===== config.mk =====
export PLATFORM = sky130hd
export DESIGN_NAME = audio_packet_outlier_smoother_unit
export DESIGN_NICKNAME = d
export VERILOG_FILES = /design/src/rtl/core/aos_pkg.sv /design/src/rtl/core/aos_front.sv /design/src/rtl/core/aos_fifo.sv /design/src/rtl/core/aos_back.sv /design/src/rtl/core/audio_packet_outlier_smoother_unit.sv
export SDC_FILE = /design/constraint.sdc
export NUM_CORES = 1
export LEC_CHECK = 0
export BUFFER_PORTS_ARGS = -buffer_cell sky130_fd_sc_hd__buf_2
export CAP_MARGIN = 25
export CELL_PAD_IN_SITES_DETAIL_PLACEMENT = 0
export CELL_PAD_IN_SITES_GLOBAL_PLACEMENT = 1
export CORE_ASPECT_RATIO = 0.7
export CORE_UTILIZATION = 56
export CTS_BUF_LIST = sky130_fd_sc_hd__clkbuf_8
export CTS_CLUSTER_DIAMETER = 50
export DETAILED_ROUTE_END_ITERATION = 8
export PLACE_DENSITY = 0.86
export SLEW_MARGIN = 15
export SYNTH_ARGS = -nofsm -noshare
export SYNTH_HDL_FRONTEND = slang
export SYNTH_HIERARCHICAL = 1
export SYNTH_SLANG_ARGS = --single-unit

===== constraint.sdc =====
create_clock -name i_clk -period 20.7 [get_ports i_clk]
set_clock_uncertainty 0.1 [all_clocks]
set_input_delay 6.21 -clock i_clk [delete_from_list [all_inputs] [get_ports i_clk]]
set_output_delay 6.21 -clock i_clk [all_outputs]
set_load 0.03 [all_outputs]

===== src/rtl/core/aos_pkg.sv =====
package aos_pkg;

    localparam int HEADER_LEN  = 8;
    localparam int PAYLOAD_LEN = 384;
    localparam int MEAN_SHIFT  = 4;

    localparam int PACKET_TOTAL      = HEADER_LEN + PAYLOAD_LEN;
    localparam int FULL_TRIPLE_BYTES = (PAYLOAD_LEN / 3) * 3;
    localparam int POS_W             = $clog2(PACKET_TOTAL);
    localparam int HDR_IDX_W         = $clog2(HEADER_LEN);

    localparam int SAMPLE_W = 12;
    localparam int MEAN_W   = 16;
    localparam int THR_W    = 12;

    localparam logic [7:0]          SYNC_FIRST  = 8'hA5;
    localparam logic [7:0]          SYNC_SECOND = 8'h5A;
    localparam logic [THR_W-1:0]    THR_RESET   = 12'd1000;
    localparam logic [MEAN_W-1:0]   MEAN_RESET  = MEAN_W'(2048 << MEAN_SHIFT);

    localparam int FIFO_DEPTH = 4;
    localparam int FIFO_PTR_W = $clog2(FIFO_DEPTH);
    localparam int FIFO_CNT_W = $clog2(FIFO_DEPTH + 1);

    localparam int CMD_DATA_W = HEADER_LEN * 8;

    typedef enum logic [1:0] {
        OP_HDR,
        OP_TRIPLE,
        OP_RAW,
        OP_DROP
    } t_op;

    // OP_HDR: header bytes, byte i at data[8*i +: 8]
    // OP_TRIPLE: sample a in data[11:0], sample c in data[23:12]
    // OP_RAW: byte in data[7:0]
    typedef struct packed {
        t_op                   op;
        logic                  pkt_last;
        logic [CMD_DATA_W-1:0] data;
    } t_cmd;

    typedef struct packed {
        logic empty;
        logic full;
    } t_q_stat;

endpackage


===== src/rtl/core/aos_front.sv =====
module aos_front (
    input  logic           i_clk,
    input  logic           i_rst_n,
    input  logic           i_valid,
    input  logic [7:0]     i_in_byte,
    output logic           o_stall,
    input  aos_pkg::t_q_stat i_q_stat,
    output logic           o_push,
    output aos_pkg::t_cmd  o_cmd
);
    import aos_pkg::*;

    logic [POS_W-1:0] r_pos;
    logic             r_pkt_ok;
    logic [1:0]       r_phase;
    logic [7:0]       r_hdr [HEADER_LEN];
    logic [7:0]       r_t0;
    logic [7:0]       r_t1;

    logic                  acc;
    logic                  is_hdr;
    logic                  hdr_end;
    logic                  pkt_end;
    logic                  in_triples;
    logic                  hdr_ok;
    logic [15:0]           len;
    logic [CMD_DATA_W-1:0] hdr_vec;
    logic                  gen;
    t_cmd                  cmd;
    logic [SAMPLE_W-1:0]   samp_a;
    logic [SAMPLE_W-1:0]   samp_c;

    assign o_stall    = i_q_stat.full;
    assign acc        = i_valid && !i_q_stat.full;
    assign is_hdr     = r_pos < POS_W'(HEADER_LEN);
    assign hdr_end    = r_pos == POS_W'(HEADER_LEN - 1);
    assign pkt_end    = r_pos == POS_W'(PACKET_TOTAL - 1);
    assign in_triples = r_pos < POS_W'(HEADER_LEN + FULL_TRIPLE_BYTES);
    assign len        = {r_hdr[5], r_hdr[4]};
    assign hdr_ok     = (r_hdr[0] == SYNC_FIRST) && (r_hdr[1] == SYNC_SECOND) &&
                        (len == 16'(PAYLOAD_LEN));
    assign samp_a     = {r_t1[3:0], r_t0};
    assign samp_c     = {i_in_byte, r_t1[7:4]};

    always_comb begin
        for (int i = 0; i < HEADER_LEN - 1; i++) begin
            hdr_vec[8*i +: 8] = r_hdr[i];
        end
        hdr_vec[8*(HEADER_LEN-1) +: 8] = i_in_byte;
    end

    // classify the byte into a command for the back end
    always_comb begin
        gen          = 1'b0;
        cmd.op       = OP_RAW;
        cmd.pkt_last = pkt_end;
        cmd.data     = '0;
        if (is_hdr) begin
            if (hdr_end && hdr_ok) begin
                gen      = 1'b1;
                cmd.op   = OP_HDR;
                cmd.data = hdr_vec;
            end
        end else if (!r_pkt_ok) begin
            if (pkt_end) begin
                gen    = 1'b1;
                cmd.op = OP_DROP;
            end
        end else if (in_triples) begin
            if (r_phase == 2'd2) begin
                gen                        = 1'b1;
                cmd.op                     = OP_TRIPLE;
                cmd.data[SAMPLE_W-1:0]     = samp_a;
                cmd.data[2*SAMPLE_W-1:SAMPLE_W] = samp_c;
            end
        end else begin
            gen           = 1'b1;
            cmd.op        = OP_RAW;
            cmd.data[7:0] = i_in_byte;
        end
    end

    assign o_push = acc && gen;
    assign o_cmd  = cmd;

    always_ff @(posedge i_clk) begin
        if (!i_rst_n) begin
            r_pos    <= '0;
            r_pkt_ok <= 1'b0;
            r_phase  <= '0;
        end else if (acc) begin
            if (pkt_end) begin
                r_pos    <= '0;
                r_pkt_ok <= 1'b0;
            end else begin
                r_pos <= r_pos + POS_W'(1);
            end
            if (hdr_end) begin
                r_pkt_ok <= hdr_ok;
                r_phase  <= '0;
            end else if (!is_hdr && r_pkt_ok && in_triples) begin
                r_phase <= (r_phase == 2'd2) ? 2'd0 : r_phase + 2'd1;
            end
        end
        if (acc && is_hdr) begin
            r_hdr[r_pos[HDR_IDX_W-1:0]] <= i_in_byte;
        end
        if (acc && !is_hdr && r_pkt_ok && in_triples) begin
            if (r_phase == 2'd0) begin
                r_t0 <= i_in_byte;
            end
            if (r_phase == 2'd1) begin
                r_t1 <= i_in_byte;
            end
        end
    end

endmodule


===== src/rtl/core/aos_fifo.sv =====
module aos_fifo (
    input  logic             i_clk,
    input  logic             i_rst_n,
    input  logic             i_push,
    input  aos_pkg::t_cmd    i_cmd,
    input  logic             i_pop,
    output aos_pkg::t_cmd    o_cmd,
    output aos_pkg::t_q_stat o_stat
);
    import aos_pkg::*;

    t_cmd                  r_mem [FIFO_DEPTH];
    logic [FIFO_PTR_W-1:0] r_wr_ptr;
    logic [FIFO_PTR_W-1:0] r_rd_ptr;
    logic [FIFO_CNT_W-1:0] r_count;

    assign o_stat.empty = r_count == '0;
    assign o_stat.full  = r_count == FIFO_CNT_W'(FIFO_DEPTH);
    assign o_cmd        = r_mem[r_rd_ptr];

    always_ff @(posedge i_clk) begin
        if (!i_rst_n) begin
            r_wr_ptr <= '0;
            r_rd_ptr <= '0;
            r_count  <= '0;
        end else begin
            if (i_push) begin
                r_wr_ptr <= r_wr_ptr + FIFO_PTR_W'(1);
            end
            if (i_pop) begin
                r_rd_ptr <= r_rd_ptr + FIFO_PTR_W'(1);
            end
            if (i_push && !i_pop) begin
                r_count <= r_count + FIFO_CNT_W'(1);
            end else if (!i_push && i_pop) begin
                r_count <= r_count - FIFO_CNT_W'(1);
            end
        end
        if (i_push) begin
            r_mem[r_wr_ptr] <= i_cmd;
        end
    end

`ifndef NO_ASSERTIONS
    a_no_overflow: assert property (@(posedge i_clk) disable iff (!i_rst_n)
        i_push |-> !o_stat.full)
        else $error("queue written while full");
    a_no_underflow: assert property (@(posedge i_clk) disable iff (!i_rst_n)
        i_pop |-> !o_stat.empty)
        else $error("queue read while empty");
    a_count_range: assert property (@(posedge i_clk) disable iff (!i_rst_n)
        r_count <= FIFO_CNT_W'(FIFO_DEPTH))
        else $error("queue count out of range");
`endif

endmodule


===== src/rtl/core/aos_back.sv =====
module aos_back (
    input  logic                      i_clk,
    input  logic                      i_rst_n,
    input  logic                      i_cfg_valid,
    input  logic [aos_pkg::THR_W-1:0] i_cfg_data,
    input  aos_pkg::t_q_stat          i_q_stat,
    input  aos_pkg::t_cmd             i_cmd,
    output logic                      o_pop,
    output logic                      o_valid,
    input  logic                      i_stall,
    output logic [7:0]                o_out_byte,
    output logic                      o_run_last,
    output logic                      o_packet_last,
    output logic                      o_dropped
);
    import aos_pkg::*;

    typedef enum logic [2:0] {
        S_IDLE,
        S_FA,
        S_FC,
        S_EMIT,
        S_HDR,
        S_ONE
    } t_state;

    t_state               r_state,     n_state;
    t_cmd                 r_cmd,       n_cmd;
    logic [HDR_IDX_W-1:0] r_cnt,       n_cnt;
    logic [THR_W-1:0]     r_thr,       n_thr;
    logic [MEAN_W-1:0]    r_mean,      n_mean;
    logic [SAMPLE_W-1:0]  r_prev,      n_prev;
    logic [SAMPLE_W-1:0]  r_fa,        n_fa;
    logic [SAMPLE_W-1:0]  r_fc,        n_fc;
    logic                 r_out_valid, n_out_valid;
    logic [7:0]           r_out_byte,  n_out_byte;
    logic                 r_run_last,  n_run_last;
    logic                 r_pkt_last,  n_pkt_last;
    logic                 r_dropped,   n_dropped;

    logic                slot_free;
    logic [SAMPLE_W-1:0] samp;
    logic [SAMPLE_W-1:0] mean;
    logic [SAMPLE_W-1:0] diff;
    logic                outlier;
    logic [SAMPLE_W-1:0] cur;
    logic [SAMPLE_W:0]   pair_sum;
    logic [SAMPLE_W-1:0] avg;
    logic [MEAN_W-1:0]   mean_upd;
    logic [7:0]          tri_byte;

    assign slot_free = !r_out_valid || !i_stall;

    // outlier rejection and two-tap average, one sample per cycle
    assign samp     = (r_state == S_FA) ? r_cmd.data[SAMPLE_W-1:0]
                                        : r_cmd.data[2*SAMPLE_W-1:SAMPLE_W];
    assign mean     = r_mean[MEAN_SHIFT +: SAMPLE_W];
    assign diff     = (samp > mean) ? samp - mean : mean - samp;
    assign outlier  = diff > r_thr;
    assign cur      = outlier ? mean : samp;
    assign pair_sum = {1'b0, r_prev} + {1'b0, cur};
    assign avg      = pair_sum[SAMPLE_W:1];
    assign mean_upd = r_mean + MEAN_W'(samp) - MEAN_W'(mean);

    always_comb begin
        case (r_cnt[1:0])
            2'd0:    tri_byte = r_fa[7:0];
            2'd1:    tri_byte = {r_fc[3:0], r_fa[11:8]};
            default: tri_byte = r_fc[11:4];
        endcase
    end

    always_comb begin
        n_state     = r_state;
        n_cmd       = r_cmd;
        n_cnt       = r_cnt;
        n_thr       = r_thr;
        n_mean      = r_mean;
        n_prev      = r_prev;
        n_fa        = r_fa;
        n_fc        = r_fc;
        n_out_valid = r_out_valid && i_stall;
        n_out_byte  = r_out_byte;
        n_run_last  = r_run_last;
        n_pkt_last  = r_pkt_last;
        n_dropped   = r_dropped;
        o_pop       = 1'b0;

        if (i_cfg_valid) begin
            n_thr = i_cfg_data;
        end

        case (r_state)
            S_IDLE: begin
                if (!i_q_stat.empty) begin
                    o_pop = 1'b1;
                    n_cmd = i_cmd;
                    n_cnt = '0;
                    case (i_cmd.op)
                        OP_HDR:    n_state = S_HDR;
                        OP_TRIPLE: n_state = S_FA;
                        OP_RAW:    n_state = S_ONE;
                        OP_DROP:   n_state = S_ONE;
                        default:   n_state = S_IDLE;
                    endcase
                end
            end
            S_FA, S_FC: begin
                if (!outlier) begin
                    n_mean = mean_upd;
                end
                n_prev = cur;
                if (r_state == S_FA) begin
                    n_fa    = avg;
                    n_state = S_FC;
                end else begin
                    n_fc    = avg;
                    n_state = S_EMIT;
                end
            end
            S_EMIT: begin
                if (slot_free) begin
                    n_out_valid = 1'b1;
                    n_out_byte  = tri_byte;
                    n_dropped   = 1'b0;
                    n_run_last  = r_cnt == HDR_IDX_W'(2);
                    n_pkt_last  = (r_cnt == HDR_IDX_W'(2)) && r_cmd.pkt_last;
                    n_cnt       = r_cnt + HDR_IDX_W'(1);
                    if (r_cnt == HDR_IDX_W'(2)) begin
                        n_state = S_IDLE;
                    end
                end
            end
            S_HDR: begin
                if (slot_free) begin
                    n_out_valid = 1'b1;
                    n_out_byte  = r_cmd.data[8*r_cnt +: 8];
                    n_dropped   = 1'b0;
                    n_pkt_last  = 1'b0;
                    n_run_last  = r_cnt == HDR_IDX_W'(HEADER_LEN - 1);
                    n_cnt       = r_cnt + HDR_IDX_W'(1);
                    if (r_cnt == HDR_IDX_W'(HEADER_LEN - 1)) begin
                        n_state = S_IDLE;
                    end
                end
            end
            S_ONE: begin
                if (slot_free) begin
                    n_out_valid = 1'b1;
                    n_run_last  = 1'b1;
                    if (r_cmd.op == OP_DROP) begin
                        n_out_byte = 8'd0;
                        n_pkt_last = 1'b0;
                        n_dropped  = 1'b1;
                    end else begin
                        n_out_byte = r_cmd.data[7:0];
                        n_pkt_last = r_cmd.pkt_last;
                        n_dropped  = 1'b0;
                    end
                    n_state = S_IDLE;
                end
            end
            default: n_state = S_IDLE;
        endcase
    end

    always_ff @(posedge i_clk) begin
        if (!i_rst_n) begin
            r_state     <= S_IDLE;
            r_thr       <= THR_RESET;
            r_mean      <= MEAN_RESET;
            r_prev      <= '0;
            r_out_valid <= 1'b0;
        end else begin
            r_state     <= n_state;
            r_thr       <= n_thr;
            r_mean      <= n_mean;
            r_prev      <= n_prev;
            r_out_valid <= n_out_valid;
        end
        r_cmd      <= n_cmd;
        r_cnt      <= n_cnt;
        r_fa       <= n_fa;
        r_fc       <= n_fc;
        r_out_byte <= n_out_byte;
        r_run_last <= n_run_last;
        r_pkt_last <= n_pkt_last;
        r_dropped  <= n_dropped;
    end

    assign o_valid       = r_out_valid;
    assign o_out_byte    = r_out_byte;
    assign o_run_last    = r_run_last;
    assign o_packet_last = r_pkt_last;
    assign o_dropped     = r_dropped;

`ifndef NO_ASSERTIONS
    a_pkt_last_ends_run: assert property (@(posedge i_clk) disable iff (!i_rst_n)
        (o_valid && o_packet_last) |-> o_run_last)
        else $error("packet end not on last item of its input byte");
    a_drop_marker: assert property (@(posedge i_clk) disable iff (!i_rst_n)
        (o_valid && o_dropped) |-> (o_out_byte == 8'd0 && o_run_last && !o_packet_last))
        else $error("malformed drop marker");
`endif

endmodule


===== src/rtl/core/audio_packet_outlier_smoother_unit.sv =====
// Flow: a header goes through the command queue, the S_HDR state and the output register;
// a payload triple goes through the queue, the S_FA, S_FC and S_EMIT states and the output register.
// Throughput: one input byte per cycle while the 4-entry command queue has room;
// the back-end sequencer pops a new command only after it has loaded every output
// byte of the last one, bounded by its one output register.
// Reset: synchronous, active low; threshold 1000, mean 2048 << MEAN_SHIFT.
module audio_packet_outlier_smoother_unit (
    input  logic                      i_clk,
    input  logic                      i_rst_n,
    input  logic                      i_valid,
    output logic                      o_stall,
    input  logic [7:0]                i_in_byte,
    output logic                      o_valid,
    input  logic                      i_stall,
    output logic [7:0]                o_out_byte,
    output logic                      o_run_last,
    output logic                      o_packet_last,
    output logic                      o_dropped,
    input  logic                      i_cfg_valid,
    output logic                      o_cfg_ready,
    input  logic [aos_pkg::THR_W-1:0] i_cfg_data
);
    import aos_pkg::*;

    t_q_stat q_stat;
    t_cmd    push_cmd;
    t_cmd    head_cmd;
    logic    push;
    logic    pop;

    assign o_cfg_ready = 1'b1;

    aos_front u_front (
        .i_clk     (i_clk),
        .i_rst_n   (i_rst_n),
        .i_valid   (i_valid),
        .i_in_byte (i_in_byte),
        .o_stall   (o_stall),
        .i_q_stat  (q_stat),
        .o_push    (push),
        .o_cmd     (push_cmd)
    );

    aos_fifo u_fifo (
        .i_clk   (i_clk),
        .i_rst_n (i_rst_n),
        .i_push  (push),
        .i_cmd   (push_cmd),
        .i_pop   (pop),
        .o_cmd   (head_cmd),
        .o_stat  (q_stat)
    );

    aos_back u_back (
        .i_clk         (i_clk),
        .i_rst_n       (i_rst_n),
        .i_cfg_valid   (i_cfg_valid),
        .i_cfg_data    (i_cfg_data),
        .i_q_stat      (q_stat),
        .i_cmd         (head_cmd),
        .o_pop         (pop),
        .o_valid       (o_valid),
        .i_stall       (i_stall),
        .o_out_byte    (o_out_byte),
        .o_run_last    (o_run_last),
        .o_packet_last (o_packet_last),
        .o_dropped     (o_dropped)
    );

endmodule

==> flow_summary.ini <==
[grt]
grt_pass1_wl_mm = 71.4
antenna_found_initial = 1
first_global_vias = 12400
grt_overflow = 0
grt_use_total = 0.236
grt_start_max_net_pins = 64

[cells_and_area]
final_cells = 2126
final_cell_mix = edfxtp_1 (445), inv_1 (96), nand2_1 (93)
register_area_sq_um = 14700
nNetsFinal = 1650
layout_commonest_cell = edfxtp_1
final_util = 0.629
multi_input_area_sq_um = 7160
area_delta_synth_final_pct = 9.07
fill_cells = 2750
drive_above_1_share = 0.176

[timing]
min_period_ns = 9.26
fin_ws_ns = 11.44
fmax_mhz = 108
rsz0062_at_grt = no
worstMarginPinSlew_ns = 1.02
fin_crit_sh = 0.447
setup_viol = 0
relSlewSlack = 0.314
slew_violations = 0
finalHoldViolCount = 0
setup_tns_ns = 0

[cts]
cts_resized = 0
cts_tree = built
numCtsBuffers = 78
cts_root_buf = clkbuf_8
cts_buffer_depth = 3
clock-sinks = 510
htreeDepth = 3
holdBufCountCts = 0
clkTransAtPathRegs_ns = 0.06
post_cts_buffers = 0
clkLatencyLatePin_ns = 0.64

[power]
ir_worst_vdd_v = 0.000123
p_leak_nw = 8.68
power.density_nw_per_um2 = 159

[place]
preCtsSetupSlack_ns = 11.63
io_buffers = 37
dp.cells = 1984
dp_hpwl_mm = 30.5
gp_congestion = 0.852

[floorplan]
floorplan.initialDensity = 0.577
num_rows = 60
io_pins = 39
core_area_sq_um = 39000
dieWidth_um = 241
die_h_um = 170
dieArea_sq_um = 40900

[yosys]
syn_inst = 1459
ys_seq_area_frac = 0.653
ys_ff_latch = 510
async_flop_share = 0
yosysWarnings = 6
netlist_area_sq_um = 22500
synth-edff-count = 445
ys.flop_type = edfxtp_1
syn_area_per_cell_sq_um = 15.4
ys_types = 73

[setup_path]
critical_path_required_ns = 21.09
worstPathMaxFanout = 26
r2r_slack_ns = 11.44
reg2reg_to = u_back/r_fa[9]$_DFFE_PP_
timing.rr.start = u_back/r_state[0]$_SDFFE_PN0P_
crit_arrival_ns = 9.65
critPathMostFrequentCell = o21ai_0
cp_slowest_cell = nor2_1
cpPeakStageDelay_ns = 0.80
cp_top_family = compound AO/OA/AOI/OAI gates
path_buf_inv = 3
endpoint_kind = register
critPathKind = reg2reg
cp-start-kind = register
worst-r2r-cell-count = 32

[detailed_routing]
routed_via_density = 5.86
wl_mm = 46.4
ant_nets = 0
drt_iter0_drc = 894
wl_per_cell_um = 21.8
drcViolationCount = 0
drt_pass1_iterations = 5
num_vias = 12500

[worst_hold_path]
hp-start = u_back/r_prev[3]$_SDFFE_PN0P_
hold_class = reg2reg
hold-path-endpoint = u_back/r_prev[3]$_SDFFE_PN0P_
worstHoldPathCells = 2

[outcome]
status = completed

[job]
max_cap_violations = 0
## through the flow
step	hold slack, ns	power, mW	area [sq um]
floorplan	0.332	2.69	22500
global placement	0.340	3.12	23100
detailed placement	0.347	3.15	23100
CTS	0.358	3.90	24500
global route	0.381	4.14	24500
finish	0.357	3.89	24500
## cells by family (layout without fill, tap and decap cells)
group,count (synthesis),after routing,synth area share
other cells,2,16,0.000334
compound gates,224,224,0.0671
buf+inv,143,269,0.0319
flops,510,510,0.653
mux,124,124,0.102
fa+ha+maj,87,87,0.0535
xor+xnor,36,36,0.0140
simple gates,333,333,0.0780
## synth_stat cells, types with 12 or more instances
cell	count	area, sq um
o21ai_0	30	150
inv_1	67	251
nand4_1	13	81.3
a21oi_1	77	385
a22o_1	14	123
nor3_1	24	120
nor2_1	66	248
buf_4	20	150
nand3_1	24	120
nand2_1	93	349
mux4_2	83	1870
edfxtp_1	445	13400
o211ai_1	12	90.1
nor2b_1	13	81.3
fa_1	15	300
ha_1	72	901
and2_1	45	282
mux2i_1	29	290
xor2_1	14	123
dfxtp_1	65	1300
a21o_1	23	173
clkbuf_1	34	128
xnor2_1	22	193
## layer usage
metal	GRT usage	vias to the layer above	wire length [um]
li1	-	5742	-
met1	0.352	6206	21300
met2	0.339	440	20000
met3	0.0738	64	4310
met4	0.0572	0	727
met5	0	-	0
## power by group
part | switching [mW] | leakage [nW] | internal (mW) | total, mW
Sequential | 0.0831 | 4.55 | 1.31 | 1.40
Clock | 0.375 | 0.803 | 0.364 | 0.740
Combinational | 1.08 | 3.33 | 0.677 | 1.76
## tightest hold or removal path, delay by kind of cell (launching register included)
family          cells  cell delay, ns
flops               1            0.31
compound gates      1            0.05
simple gates        1            0.05
## state kept, by name (all words and copies together), names as in the netlist, 2 cells and up, named ones only
register	cells
u_front/r_phase	2
u_back/r_cmd	67
u_back/r_cnt	3
u_back/o_out_byte	8
u_front/r_t0	8
u_back/r_fc	12
u_fifo/r_count	3
u_back/r_mean	16
u_back/r_state	3
u_front/r_t1	8
u_back/r_fa	12
u_back/r_thr	12
u_front/r_hdr	56
u_fifo/r_rd_ptr	2
u_fifo/r_mem	268
u_front/r_pos	9
u_fifo/r_wr_ptr	2
u_back/r_prev	12
## worst max path at each step
stage	start	end	slack (ns)	cells after the start
final	u_back/r_state[0]$_SDFFE_PN0P_	u_back/r_fa[9]$_DFFE_PP_	11.44	32
after global routing	u_back/r_state[0]$_SDFFE_PN0P_	u_back/r_fa[9]$_DFFE_PP_	10.48	33
after CTS	u_back/r_state[0]$_SDFFE_PN0P_	u_back/r_fc[9]$_DFFE_PP_	11.60	32
after detailed placement	u_back/r_state[0]$_SDFFE_PN0P_	u_back/r_fa[9]$_DFFE_PP_	11.63	32
after global placement	u_back/r_state[0]$_SDFFE_PN0P_	u_back/r_fa[9]$_DFFE_PP_	11.78	32
after floorplan	i_valid	u_fifo/r_mem[0][0]$_DFFE_PP_	11.65	4
## cell type report
| type | instances | area share |
|---|---|---|
| Multi-Input combinational cell | 819 | 0.292 |
| Clock inverter | 59 | 0.0107 |
| Tap cell | 527 | 0.0269 |
| Sequential cell | 510 | 0.599 |
| Antenna cell | 1 | 0.000102 |
| Timing Repair Buffer | 60 | 0.0153 |
| Inverter | 69 | 0.0106 |
| Clock buffer | 81 | 0.0455 |
Note: power is estimated with default switching activity, not from simulation.
